File: config.mk
export PLATFORM = sky130hd
export DESIGN_NAME = bitmap_block_allocator_flat
export DESIGN_NICKNAME = d
export VERILOG_FILES = /design/src/rtl/core/bba_pkg.sv /design/src/rtl/core/bba_ifs.sv /design/src/rtl/core/bba_sequencer.sv /design/src/rtl/core/bitmap_block_allocator.sv /design/src/flat_wrapper.sv
export SDC_FILE = /design/constraint.sdc
export NUM_CORES = 1
export LEC_CHECK = 0
export ABC_AREA = 0
export BUFFER_PORTS_ARGS = -buffer_cell sky130_fd_sc_hd__buf_2
export CORE_ASPECT_RATIO = 1.5
export CORE_MARGIN = 5
export CORE_UTILIZATION = 50
export DETAILED_ROUTE_END_ITERATION = 12
export HOLD_SLACK_MARGIN = 0.03
export PLACE_DENSITY = 0.68
export RECOVER_POWER = 25
export SETUP_SLACK_MARGIN = 0.5
export SYNTH_ARGS = -nofsm -noshare
export SYNTH_HDL_FRONTEND = slang
export SYNTH_SLANG_ARGS = --single-unit
File: constraint.sdc
create_clock -name clk -period 7.47 [get_ports clk]
set_clock_uncertainty 0.05 [all_clocks]
set_input_delay 1.8675 -clock clk [delete_from_list [all_inputs] [get_ports clk]]
set_output_delay 1.8675 -clock clk [all_outputs]
set_load 0.01 [all_outputs]
File: src/rtl/core/bba_pkg.sv
`default_nettype none
// ----------------------------------------------------------------------------
// Bitmap block allocator package
// Shared widths, codes, control word types and the sequencer program.
// ----------------------------------------------------------------------------
package bba_pkg;

	localparam int CMD_W      = 2;
	localparam int ADDR_W     = 32;
	localparam int STATUS_W   = 3;
	localparam int FB_W       = 21;
	localparam int CFG_IDX_W  = 2;
	localparam int CFG_DATA_W = 32;
	localparam int BSL_W      = 4;
	localparam int BIU_W      = 9;
	localparam int GUARD_W    = 4;

	localparam int ROW_W      = 32;
	localparam int BIT_W      = 5;
	localparam int STRIDE_W   = 13;
	localparam int LG_MAX     = 12;
	localparam int GUARD_MAX  = 8;

	localparam logic [FB_W-1:0] FB_MAX = '1;

	localparam logic [CMD_W-1:0] CMD_ALLOC = 2'd0;
	localparam logic [CMD_W-1:0] CMD_FREE  = 2'd1;
	localparam logic [CMD_W-1:0] CMD_QUERY = 2'd2;

	localparam logic [STATUS_W-1:0] ST_ALLOCATED    = 3'd0;
	localparam logic [STATUS_W-1:0] ST_NO_BLOCK     = 3'd1;
	localparam logic [STATUS_W-1:0] ST_FREED        = 3'd2;
	localparam logic [STATUS_W-1:0] ST_ALREADY_FREE = 3'd3;
	localparam logic [STATUS_W-1:0] ST_INVALID      = 3'd4;

	localparam logic [CFG_IDX_W-1:0] REG_HEAP_BASE       = 2'd0;
	localparam logic [CFG_IDX_W-1:0] REG_BLOCK_SIZE_LOG2 = 2'd1;
	localparam logic [CFG_IDX_W-1:0] REG_BLOCKS_IN_USE   = 2'd2;
	localparam logic [CFG_IDX_W-1:0] REG_GUARD_BYTES     = 2'd3;

	typedef logic [3:0] pc_t;

	localparam pc_t PC_CLEAR        = 4'd0;
	localparam pc_t PC_IDLE         = 4'd1;
	localparam pc_t PC_RESULT       = 4'd2;
	localparam pc_t PC_ALLOC        = 4'd3;
	localparam pc_t PC_ALLOC_SCAN   = 4'd4;
	localparam pc_t PC_ALLOC_MARK   = 4'd5;
	localparam pc_t PC_ALLOC_ADDR   = 4'd6;
	localparam pc_t PC_QUERY        = 4'd7;
	localparam pc_t PC_QUERY_COUNT  = 4'd8;
	localparam pc_t PC_QUERY_TOTAL  = 4'd9;
	localparam pc_t PC_FREE         = 4'd10;
	localparam pc_t PC_FREE_RANGE   = 4'd11;
	localparam pc_t PC_FREE_DIV     = 4'd12;
	localparam pc_t PC_FREE_ROW     = 4'd13;
	localparam pc_t PC_FREE_READ    = 4'd14;
	localparam pc_t PC_FREE_UPDATE  = 4'd15;

	typedef enum logic [3:0] {
		OP_CLEAR   = 4'd0,
		OP_ACCEPT  = 4'd1,
		OP_RESULT  = 4'd2,
		OP_READ    = 4'd3,
		OP_SCAN    = 4'd4,
		OP_MARK    = 4'd5,
		OP_ADDR    = 4'd6,
		OP_COUNT   = 4'd7,
		OP_FBYTES  = 4'd8,
		OP_OFFSET  = 4'd9,
		OP_DIVINIT = 4'd10,
		OP_DIVSTEP = 4'd11,
		OP_SETROW  = 4'd12,
		OP_FREE    = 4'd13
	} op_e;

	typedef enum logic [3:0] {
		J_NEXT     = 4'd0,
		J_ALWAYS   = 4'd1,
		J_DISPATCH = 4'd2,
		J_RESULT   = 4'd3,
		J_SCAN     = 4'd4,
		J_MORE     = 4'd5,
		J_RANGE    = 4'd6,
		J_DIV      = 4'd7,
		J_REM      = 4'd8,
		J_CLEAR    = 4'd9
	} jmp_e;

	typedef struct packed {
		op_e  op;
		jmp_e jmp;
		pc_t  target;
	} ctl_word_t;

	typedef struct packed {
		logic             in_valid;
		logic [CMD_W-1:0] cmd;
		logic             rsp_busy;
		logic             found;
		logic             more;
		logic             out_of_range;
		logic             rem_nz;
		logic             div_more;
		logic             clr_more;
	} seq_flags_t;

	function automatic ctl_word_t ucode(input pc_t pc);
		ctl_word_t w;
		case (pc)
			PC_CLEAR:       w = '{op: OP_CLEAR,   jmp: J_CLEAR,    target: PC_CLEAR};
			PC_IDLE:        w = '{op: OP_ACCEPT,  jmp: J_DISPATCH, target: PC_IDLE};
			PC_RESULT:      w = '{op: OP_RESULT,  jmp: J_RESULT,   target: PC_IDLE};
			PC_ALLOC:       w = '{op: OP_READ,    jmp: J_NEXT,     target: PC_IDLE};
			PC_ALLOC_SCAN:  w = '{op: OP_SCAN,    jmp: J_SCAN,     target: PC_ALLOC};
			PC_ALLOC_MARK:  w = '{op: OP_MARK,    jmp: J_NEXT,     target: PC_IDLE};
			PC_ALLOC_ADDR:  w = '{op: OP_ADDR,    jmp: J_ALWAYS,   target: PC_RESULT};
			PC_QUERY:       w = '{op: OP_READ,    jmp: J_NEXT,     target: PC_IDLE};
			PC_QUERY_COUNT: w = '{op: OP_COUNT,   jmp: J_MORE,     target: PC_QUERY};
			PC_QUERY_TOTAL: w = '{op: OP_FBYTES,  jmp: J_ALWAYS,   target: PC_RESULT};
			PC_FREE:        w = '{op: OP_OFFSET,  jmp: J_NEXT,     target: PC_IDLE};
			PC_FREE_RANGE:  w = '{op: OP_DIVINIT, jmp: J_RANGE,    target: PC_RESULT};
			PC_FREE_DIV:    w = '{op: OP_DIVSTEP, jmp: J_DIV,      target: PC_FREE_DIV};
			PC_FREE_ROW:    w = '{op: OP_SETROW,  jmp: J_REM,      target: PC_RESULT};
			PC_FREE_READ:   w = '{op: OP_READ,    jmp: J_NEXT,     target: PC_IDLE};
			PC_FREE_UPDATE: w = '{op: OP_FREE,    jmp: J_ALWAYS,   target: PC_RESULT};
			default:        w = '{op: OP_ACCEPT,  jmp: J_DISPATCH, target: PC_IDLE};
		endcase
		return w;
	endfunction

endpackage
`default_nettype wire

File: src/rtl/core/bba_ifs.sv
`default_nettype none
// ----------------------------------------------------------------------------
// Bitmap block allocator channel interfaces
// Request, response and configuration write channels with valid and ready.
// ----------------------------------------------------------------------------
interface bba_req_if;
	import bba_pkg::*;
	logic              valid;
	logic              ready;
	logic [CMD_W-1:0]  command;
	logic [ADDR_W-1:0] block_address;
	modport source (output valid, output command, output block_address, input ready);
	modport sink (input valid, input command, input block_address, output ready);
endinterface

interface bba_rsp_if;
	import bba_pkg::*;
	logic                valid;
	logic                ready;
	logic [STATUS_W-1:0] status;
	logic [ADDR_W-1:0]   alloc_address;
	logic [FB_W-1:0]     free_bytes;
	modport source (output valid, output status, output alloc_address, output free_bytes,
		input ready);
	modport sink (input valid, input status, input alloc_address, input free_bytes,
		output ready);
endinterface

interface bba_cfg_if;
	import bba_pkg::*;
	logic                  valid;
	logic                  ready;
	logic [CFG_IDX_W-1:0]  index;
	logic [CFG_DATA_W-1:0] data;
	modport source (output valid, output index, output data, input ready);
	modport sink (input valid, input index, input data, output ready);
endinterface
`default_nettype wire

File: src/rtl/core/bba_sequencer.sv
`default_nettype none
// ----------------------------------------------------------------------------
// Bitmap block allocator sequencer
// Step counter over the control program with conditional jumps and dispatch.
// ----------------------------------------------------------------------------
module bba_sequencer (
	input  logic                clk,
	input  logic                arst_n,
	input  bba_pkg::seq_flags_t flags,
	output bba_pkg::op_e        op
);
	import bba_pkg::*;

	pc_t       pc_q;
	pc_t       pc_d;
	pc_t       pc_inc;
	pc_t       pc_disp;
	ctl_word_t ctl;

	always_comb begin
		ctl    = ucode(pc_q);
		op     = ctl.op;
		pc_inc = pc_q + pc_t'(1);
		case (flags.cmd)
			CMD_ALLOC: pc_disp = PC_ALLOC;
			CMD_FREE:  pc_disp = PC_FREE;
			CMD_QUERY: pc_disp = PC_QUERY;
			default:   pc_disp = PC_RESULT;
		endcase
		case (ctl.jmp)
			J_NEXT:     pc_d = pc_inc;
			J_ALWAYS:   pc_d = ctl.target;
			J_DISPATCH: pc_d = flags.in_valid ? pc_disp : pc_q;
			J_RESULT:   pc_d = flags.rsp_busy ? pc_q : ctl.target;
			J_SCAN:     pc_d = (!flags.found && flags.more) ? ctl.target : pc_inc;
			J_MORE:     pc_d = flags.more ? ctl.target : pc_inc;
			J_RANGE:    pc_d = flags.out_of_range ? ctl.target : pc_inc;
			J_DIV:      pc_d = flags.div_more ? ctl.target : pc_inc;
			J_REM:      pc_d = flags.rem_nz ? ctl.target : pc_inc;
			J_CLEAR:    pc_d = flags.clr_more ? ctl.target : pc_inc;
			default:    pc_d = PC_IDLE;
		endcase
	end

	always_ff @(posedge clk or negedge arst_n) begin
		if (!arst_n) begin
			pc_q <= PC_CLEAR;
		end else begin
			pc_q <= pc_d;
		end
	end

endmodule
`default_nettype wire

File: src/rtl/core/bitmap_block_allocator.sv
`default_nettype none
// One transaction at a time. Allocate scans the 32-bit map rows until one has a free block,
// query scans them all; the rows scanned are one with no managed block and else at most
// ceil(min(blocks_in_use, NUM_BLOCKS)/32). Free checks the heap range, finds the index with the
// bit-serial divider and rejects a misaligned address; an address past the heap ends before the
// divider, an unused command goes straight to the result, which is loaded as the sequencer
// returns to idle. Reset loads the register defaults, then clears all ceil(NUM_BLOCKS/32) rows.
// ----------------------------------------------------------------------------
// Bitmap block allocator
// Fixed-size block allocator with a used bit per block, run by a microcoded
// sequencer over a small shared datapath.
// ----------------------------------------------------------------------------
module bitmap_block_allocator #(
	parameter int NUM_BLOCKS = 256,
	parameter int ADDR_BITS  = 32
) (
	input  logic         clk,
	input  logic         arst_n,
	bba_req_if.sink      req,
	bba_rsp_if.source    rsp,
	bba_cfg_if.sink      cfg
);
	import bba_pkg::*;

	localparam int ROWS    = (NUM_BLOCKS + ROW_W - 1) / ROW_W;
	localparam int ROW_AW  = (ROWS > 1) ? $clog2(ROWS) : 1;
	localparam int FI_W    = ROW_AW + BIT_W;
	localparam int IDX_W   = (NUM_BLOCKS > 1) ? $clog2(NUM_BLOCKS) : 1;
	localparam int CNT_W   = $clog2(NUM_BLOCKS + 1);
	localparam int MUL_A_W = (FI_W > CNT_W) ? FI_W : CNT_W;
	localparam int MUL_W   = MUL_A_W + STRIDE_W;
	localparam int REM_W   = IDX_W + STRIDE_W;
	localparam int CMP_W   = (ADDR_BITS > MUL_W) ? ADDR_BITS : MUL_W;
	localparam int KW      = (IDX_W > 1) ? $clog2(IDX_W) : 1;
	localparam int MW      = MUL_A_W + 1;
	localparam int FBX_W   = (CNT_W + LG_MAX > FB_W) ? CNT_W + LG_MAX : FB_W;

	logic [CFG_DATA_W-1:0] base_q;
	logic [BSL_W-1:0]      bsl_q;
	logic [BIU_W-1:0]      biu_q;
	logic [GUARD_W-1:0]    guard_q;

	logic [ADDR_W-1:0]     addr_q;
	logic [ROW_AW-1:0]     row_q;
	logic [BIT_W-1:0]      bit_q;
	logic                  hit_q;
	logic [CNT_W-1:0]      cnt_q;
	logic [STATUS_W-1:0]   st_q;
	logic [ADDR_W-1:0]     aaddr_q;
	logic [FB_W-1:0]       fb_q;
	logic [ADDR_BITS-1:0]  off_q;
	logic [MUL_W-1:0]      prod_q;
	logic [REM_W-1:0]      rem_q;
	logic [REM_W-1:0]      dvs_q;
	logic [IDX_W-1:0]      quo_q;
	logic [KW-1:0]         k_q;

	logic                  out_valid_q;
	logic [STATUS_W-1:0]   out_status_q;
	logic [ADDR_W-1:0]     out_addr_q;
	logic [FB_W-1:0]       out_fb_q;

	logic [ROW_W-1:0]      mem_q [ROWS];
	logic [ROW_W-1:0]      rd_q;

	op_e                   op;
	seq_flags_t            flags;
	logic [BSL_W-1:0]      lg;
	logic [GUARD_W-1:0]    guard_len;
	logic [STRIDE_W-1:0]   payload;
	logic [STRIDE_W-1:0]   stride;
	logic [CNT_W-1:0]      n;
	logic [ROW_AW-1:0]     last_row;
	logic                  more;
	logic [MW-1:0]         mask_n;
	logic [MW-1:0]         mask_base;
	logic [MW-1:0]         mask_diff;
	logic [ROW_W-1:0]      row_mask;
	logic [ROW_W-1:0]      free_bits;
	logic [ROW_W-1:0]      low_bit;
	logic                  found;
	logic [BIT_W-1:0]      enc;
	logic [BIT_W:0]        pop;
	logic [MUL_A_W-1:0]    mul_a;
	logic [MUL_W-1:0]      mul_p;
	logic                  div_ge;
	logic [FI_W-1:0]       idx_ext;
	logic [FBX_W-1:0]      fb_wide;
	logic [FB_W-1:0]       fb_sat;
	logic [ROW_W-1:0]      bit_sel;
	logic                  mem_we;
	logic [ROW_W-1:0]      mem_wdata;
	logic                  do_result;
	logic                  rsp_busy;

	function automatic logic [BIT_W:0] pop32(input logic [ROW_W-1:0] v);
		logic [3:0]     part [4];
		logic [BIT_W:0] s;
		for (int b = 0; b < 4; b++) begin
			part[b] = '0;
			for (int j = 0; j < 8; j++) begin
				part[b] = part[b] + {3'b000, v[b * 8 + j]};
			end
		end
		s = ({2'b00, part[0]} + {2'b00, part[1]}) + ({2'b00, part[2]} + {2'b00, part[3]});
		return s;
	endfunction

	bba_sequencer u_seq (
		.clk    (clk),
		.arst_n (arst_n),
		.flags  (flags),
		.op     (op)
	);

	always_comb begin
		lg        = (bsl_q > BSL_W'(LG_MAX)) ? BSL_W'(LG_MAX) : bsl_q;
		guard_len = (guard_q > GUARD_W'(GUARD_MAX)) ? GUARD_W'(GUARD_MAX) : guard_q;
		payload   = STRIDE_W'(1) << lg;
		stride    = payload + STRIDE_W'({guard_len, 1'b0});
		n         = (int'(biu_q) > NUM_BLOCKS) ? CNT_W'(NUM_BLOCKS) : CNT_W'(biu_q);
		last_row  = (n == '0) ? '0 : ROW_AW'((n - CNT_W'(1)) >> BIT_W);
		more      = (row_q != last_row);

		mask_n    = MW'(n);
		mask_base = MW'({row_q, {BIT_W{1'b0}}});
		mask_diff = mask_n - mask_base;
		if (mask_n <= mask_base) begin
			row_mask = '0;
		end else if (mask_diff >= MW'(ROW_W)) begin
			row_mask = '1;
		end else begin
			row_mask = ~({ROW_W{1'b1}} << mask_diff[BIT_W-1:0]);
		end

		free_bits = ~rd_q & row_mask;
		found     = |free_bits;
		low_bit   = free_bits & (~free_bits + ROW_W'(1));
		enc       = '0;
		for (int j = 0; j < ROW_W; j++) begin
			if (low_bit[j]) begin
				enc = enc | BIT_W'(j);
			end
		end
		pop = pop32(free_bits);

		mul_a  = (op == OP_OFFSET) ? MUL_A_W'(n) : MUL_A_W'({row_q, bit_q});
		mul_p  = MUL_W'(mul_a) * MUL_W'(stride);
		div_ge = (rem_q >= dvs_q);
		idx_ext = FI_W'(quo_q);

		fb_wide = FBX_W'(cnt_q) << lg;
		fb_sat  = (fb_wide > FBX_W'(FB_MAX)) ? FB_MAX : FB_W'(fb_wide);

		bit_sel = ROW_W'(1) << bit_q;
		case (op)
			OP_CLEAR: begin
				mem_we    = 1'b1;
				mem_wdata = '0;
			end
			OP_MARK: begin
				mem_we    = hit_q;
				mem_wdata = rd_q | bit_sel;
			end
			OP_FREE: begin
				mem_we    = rd_q[bit_q];
				mem_wdata = rd_q & ~bit_sel;
			end
			default: begin
				mem_we    = 1'b0;
				mem_wdata = rd_q;
			end
		endcase

		rsp_busy  = out_valid_q && !rsp.ready;
		do_result = (op == OP_RESULT) && !rsp_busy;

		flags.in_valid     = req.valid;
		flags.cmd          = req.command;
		flags.rsp_busy     = rsp_busy;
		flags.found        = found;
		flags.more         = more;
		flags.out_of_range = (CMP_W'(off_q) >= CMP_W'(prod_q));
		flags.rem_nz       = (rem_q != '0);
		flags.div_more     = (k_q != '0);
		flags.clr_more     = (row_q != ROW_AW'(ROWS - 1));
	end

	assign req.ready         = (op == OP_ACCEPT);
	assign cfg.ready         = 1'b1;
	assign rsp.valid         = out_valid_q;
	assign rsp.status        = out_status_q;
	assign rsp.alloc_address = out_addr_q;
	assign rsp.free_bytes    = out_fb_q;

	always_ff @(posedge clk) begin
		if (mem_we) begin
			mem_q[row_q] <= mem_wdata;
		end
		if (op == OP_READ) begin
			rd_q <= mem_q[row_q];
		end
	end

	always_ff @(posedge clk or negedge arst_n) begin
		if (!arst_n) begin
			base_q      <= '0;
			bsl_q       <= BSL_W'(4);
			biu_q       <= BIU_W'(256);
			guard_q     <= GUARD_W'(8);
			row_q       <= '0;
			out_valid_q <= 1'b0;
		end else begin
			if (cfg.valid) begin
				case (cfg.index)
					REG_HEAP_BASE:       base_q  <= cfg.data;
					REG_BLOCK_SIZE_LOG2: bsl_q   <= cfg.data[BSL_W-1:0];
					REG_BLOCKS_IN_USE:   biu_q   <= cfg.data[BIU_W-1:0];
					REG_GUARD_BYTES:     guard_q <= cfg.data[GUARD_W-1:0];
					default: ;
				endcase
			end
			case (op)
				OP_CLEAR:  row_q <= row_q + ROW_AW'(1);
				OP_ACCEPT: if (req.valid) row_q <= '0;
				OP_SCAN:   if (!found && more) row_q <= row_q + ROW_AW'(1);
				OP_COUNT:  if (more) row_q <= row_q + ROW_AW'(1);
				OP_SETROW: row_q <= idx_ext[FI_W-1:BIT_W];
				default: ;
			endcase
			if (do_result) begin
				out_valid_q <= 1'b1;
			end else if (rsp.ready) begin
				out_valid_q <= 1'b0;
			end
		end
	end

	always_ff @(posedge clk) begin
		if (do_result) begin
			out_status_q <= st_q;
			out_addr_q   <= aaddr_q;
			out_fb_q     <= fb_q;
		end
		case (op)
			OP_ACCEPT: begin
				if (req.valid) begin
					addr_q  <= req.block_address;
					hit_q   <= 1'b0;
					cnt_q   <= '0;
					st_q    <= ST_INVALID;
					aaddr_q <= '0;
					fb_q    <= '0;
				end
			end
			OP_SCAN: begin
				if (found) begin
					hit_q <= 1'b1;
					bit_q <= enc;
				end
			end
			OP_MARK: begin
				prod_q <= mul_p;
				st_q   <= hit_q ? ST_ALLOCATED : ST_NO_BLOCK;
			end
			OP_ADDR: begin
				if (hit_q) begin
					aaddr_q <= ADDR_W'(ADDR_BITS'(base_q) + ADDR_BITS'(prod_q)
						+ ADDR_BITS'(guard_len));
				end
			end
			OP_COUNT: cnt_q <= cnt_q + CNT_W'(pop);
			OP_FBYTES: begin
				fb_q <= fb_sat;
				st_q <= ST_ALLOCATED;
			end
			OP_OFFSET: begin
				off_q  <= ADDR_BITS'(addr_q) - ADDR_BITS'(base_q) - ADDR_BITS'(guard_len);
				prod_q <= mul_p;
			end
			OP_DIVINIT: begin
				rem_q <= REM_W'(off_q);
				dvs_q <= REM_W'(stride) << (IDX_W - 1);
				quo_q <= '0;
				k_q   <= KW'(IDX_W - 1);
			end
			OP_DIVSTEP: begin
				if (div_ge) begin
					rem_q <= rem_q - dvs_q;
				end
				dvs_q <= dvs_q >> 1;
				quo_q <= IDX_W'({quo_q, div_ge});
				k_q   <= k_q - KW'(1);
			end
			OP_SETROW: bit_q <= idx_ext[BIT_W-1:0];
			OP_FREE:   st_q  <= rd_q[bit_q] ? ST_FREED : ST_ALREADY_FREE;
			default: ;
		endcase
	end

endmodule
`default_nettype wire

File: src/flat_wrapper.sv
// flat-port wrapper written by rule: the top's interface ports become plain ports
module bitmap_block_allocator_flat import bba_pkg::*;
#(
	parameter int NUM_BLOCKS = 256,
	parameter int ADDR_BITS  = 32
)
  (clk, arst_n, req_valid, req_command, req_block_address, req_ready, rsp_valid, rsp_status, rsp_alloc_address, rsp_free_bytes, rsp_ready, cfg_valid, cfg_index, cfg_data, cfg_ready);
  bba_req_if req_i ();
  bba_rsp_if rsp_i ();
  bba_cfg_if cfg_i ();
  input  logic clk;
  input  logic arst_n;
  input wire logic [$bits(req_i.valid)-1:0] req_valid;
  input wire logic [$bits(req_i.command)-1:0] req_command;
  input wire logic [$bits(req_i.block_address)-1:0] req_block_address;
  output wire logic [$bits(req_i.ready)-1:0] req_ready;
  output wire logic [$bits(rsp_i.valid)-1:0] rsp_valid;
  output wire logic [$bits(rsp_i.status)-1:0] rsp_status;
  output wire logic [$bits(rsp_i.alloc_address)-1:0] rsp_alloc_address;
  output wire logic [$bits(rsp_i.free_bytes)-1:0] rsp_free_bytes;
  input wire logic [$bits(rsp_i.ready)-1:0] rsp_ready;
  input wire logic [$bits(cfg_i.valid)-1:0] cfg_valid;
  input wire logic [$bits(cfg_i.index)-1:0] cfg_index;
  input wire logic [$bits(cfg_i.data)-1:0] cfg_data;
  output wire logic [$bits(cfg_i.ready)-1:0] cfg_ready;
  assign req_i.valid = req_valid;
  assign req_i.command = req_command;
  assign req_i.block_address = req_block_address;
  assign req_ready = req_i.ready;
  assign rsp_valid = rsp_i.valid;
  assign rsp_status = rsp_i.status;
  assign rsp_alloc_address = rsp_i.alloc_address;
  assign rsp_free_bytes = rsp_i.free_bytes;
  assign rsp_i.ready = rsp_ready;
  assign cfg_i.valid = cfg_valid;
  assign cfg_i.index = cfg_index;
  assign cfg_i.data = cfg_data;
  assign cfg_ready = cfg_i.ready;
  bitmap_block_allocator #(.NUM_BLOCKS(NUM_BLOCKS), .ADDR_BITS(ADDR_BITS)) u_core (.clk(clk), .arst_n(arst_n), .req(req_i), .rsp(rsp_i), .cfg(cfg_i));
endmodule
==> results.toml <==
[route]
avgViaCountPerCell = 5.99
firstDrtPassIters = 6
drt_iter0_drc = 1949
wirelength_um = 103000
antenna_left = 0
wl_per_cell_um = 23.7
drcViolationCount = 0
vias = 26100

[final_layout]
multi_input_area_mm2 = 0.0169
finalInstanceArea_mm2 = 0.0409
nNetsFinal = 3818
final_common_cell = "edfxtp_1"
drive_gt1_share_pct = 15.9
final_cell_mix = "edfxtp_1, inv_1, nand2_1"
seq_area_mm2 = 0.0180
area_growth_pct = 13.6
fill_cells = 5995

[setup_path]
crit_fanout = 6
required_ps = 7780
cpMaxStageDelayCell = "fa_2"
cpPeakStageDelay_ps = 600
cp-end-kind = "flop"
crit_top_cell = "fa_2"
crit_path_start_kind = "flop"
crit_arrival_ps = 7550
worstSetupPathType = "flop to flop"

[run_status]
status = "finished with violations"
violations = "max-capacitance violations, max-slew violations"

[floorplanning]
die_h_um = 339
coreArea_mm2 = 0.0715
rows = 120
dieArea_mm2 = 0.0776
initial_core_util_pct = 50.4
die_x_um = 229
num_io_pins = 132

[flow_run]
drv_cap = 7

[clock_tree]
cts_tree = "yes"
holdBufCountCts = 0
htree_levels = 2
clockRootBuffer = "clkbuf_16"
clk_latency_ps = 670
cts_num_sinks = 610
numCtsBuffers = 58
clkTransAtPathRegs_ps = 60
clockBufferDepth = 3

[timing]
hold_ws_ps = 331
max_freq_mhz = 138
slew_headroom_pct = -151
rsz0062_at_grt = "true"
setup_viol = 0
hold_viol = 0
fin_crit_sh_pct = 97.0
slew_violations = 211
period_needed_ps = 7240
worst_pin_slew_ps = 3760

[global_route]
gr-total-overflow = 0
grt_pass1_wl_um = 158000
track_usage_pct = 26.1
first_global_vias = 27200
grt_antenna_before_repair = 2
grt_max_degree = 73

[place]
placed_area_mm2 = 0.0385
gp_congestion = 0.937
port-buffer-count = 130
dp.final_hpwl_um = 77100

[logic_synthesis]
synthArstFlopShare_pct = 9.34
postSynth.topFlopCell = "edfxtp_1"
synthCells = 3179
synth_fp_nets = 3599
ys_warn_count = 0
synth.distinct_cells = 96
synth.avg_cell_area_um2 = 11.3
seq_area_frac_synth_pct = 50.1
ys_seq_elements = 610
syn_area_mm2 = 0.0360
synth_edf_count = 553

[min_path]
worst_hold_path_type = "flop to flop"
Yosys cell counts (all sizes together), types with 9 or more instances:
cell type / n / area, um^2
a21o: 60 / 450
mux2i: 40 / 400
and3: 29 / 181
a21oi: 196 / 988
a221oi: 16 / 140
nor2b: 54 / 340
or3: 20 / 125
o211ai: 14 / 105
edfxtp: 553 / 16600
o21ai: 149 / 761
nand4: 35 / 231
xor2: 38 / 333
clkbuf: 97 / 364
a31oi: 30 / 188
nor3b: 16 / 120
a22oi: 86 / 646
or2: 21 / 134
nor4: 17 / 106
mux4: 15 / 338
nor2: 208 / 788
ha: 237 / 2970
nand3: 54 / 270
fa: 110 / 2200
o21a: 21 / 158
a211oi: 18 / 145
dfrtp: 54 / 1350
o31ai: 14 / 105
o22ai: 9 / 62.6
mux2: 58 / 653
nand2: 237 / 890
a211o: 10 / 87.6
nor3: 62 / 315
buf: 19 / 96.4
nand2b: 42 / 263
and2: 38 / 238
inv: 317 / 1190
xnor2: 61 / 534
sequential cells by signal (all words and copies together), names as in the netlist, 4 cells and up:
signal,count
u_core.mem_q,256
u_core.aaddr_q,32
u_core.addr_q,32
u_core.base_q,32
u_core.off_q,32
u_core.rd_q,32
u_core.rsp.alloc_address,32
u_core.prod_q,22
u_core.fb_q,21
u_core.rem_q,21
u_core.rsp.free_bytes,21
u_core.dvs_q,20
u_core.biu_q,9
u_core.cnt_q,9
u_core.idx_ext,8
u_core.bit_q,5
u_core.bsl_q,4
u_core.guard_q,4
u_core.u_seq.pc_q,4
final timing paths:
| check | from | to | slack [ps] | depth (start not counted) |
|---|---|---|---|---|
| worst min register to register | u_core.aaddr_q[30] | u_core.rsp.alloc_address[30] | 330 | 0 |
| min in group asynchronous | arst_n | u_core.base_q[26] | 2560 | 2 |
| worst min-delay path | u_core.aaddr_q[30] | u_core.rsp.alloc_address[30] | 330 | 0 |
| max in group asynchronous | arst_n | u_core.u_seq.pc_q[1] | 2400 | 2 |
| worst max-delay path | u_core.biu_q[8] | u_core.cnt_q[7] | 230 | 29 |
| worst max register to register | u_core.biu_q[8] | u_core.cnt_q[7] | 230 | 29 |
kinds of logic after synthesis:
family          Yosys count  synth area share (%)
compound gates          707                  12.8
xor+xnor                 99                  2.41
fa+ha+maj               347                  14.3
buf+inv                 436                  4.61
flops                   610                  50.1
mux                     113                  3.86
other cells               1                0.0104
simple gates            866                  11.9
worst max-delay path, delay by kind of cell, from the launching register on:
family,cells,cell delay [ps]
buf+inv,5,290
xor+xnor,2,440
flops,1,570
simple gates,6,800
compound gates,6,880
fa+ha+maj,10,3940
per-layer routing:
metal  share of wire, %  up-vias  GRT usage, %
met2                 54      891          49.5
met3                4.4      278          3.09
met4                6.1        2          12.9
li1                   -    12000             -
met1                 35    12900          28.6
met5              0.019        -             0
through the flow:
step           worst slack, ps  std cells  setup TNS [ps]  util (%)
2_1_floorplan              175       3179               0         -
3_3_place_gp              86.0       4212               0      53.8
3_5_place_dp             -61.1       4212           -61.1      53.8
4_1_cts                    212       4342               0      56.9
5_1_grt                  -35.1       4362           -53.7      57.2
6_report                   226       4362               0      57.2
layout make-up:
type / instances / share of cell area (%)
Sequential cell: 610 / 44.1
Multi-Input combinational cell: 2134 / 41.2
Clock buffer: 70 / 3.68
Tap cell: 915 / 2.80
Timing Repair Buffer: 274 / 4.19
Antenna cell: 1 / 0.00612
Clock inverter: 38 / 1.05
Inverter: 320 / 2.95
what timing repair did:
action / 4_1_cts / 5_1_grt
gates cloned: 1 / 0
pin swaps: 15 / 11
buffers inserted: 21 / 19
resized for setup: 28 / 36
setup endpoints to repair: 12 / 16
endpoints found under the hold margin: 0 / 0
Power is left out: the tool's default activity adds up to more than one toggle a clock period on the data nets, which glitch-free logic cannot reach.
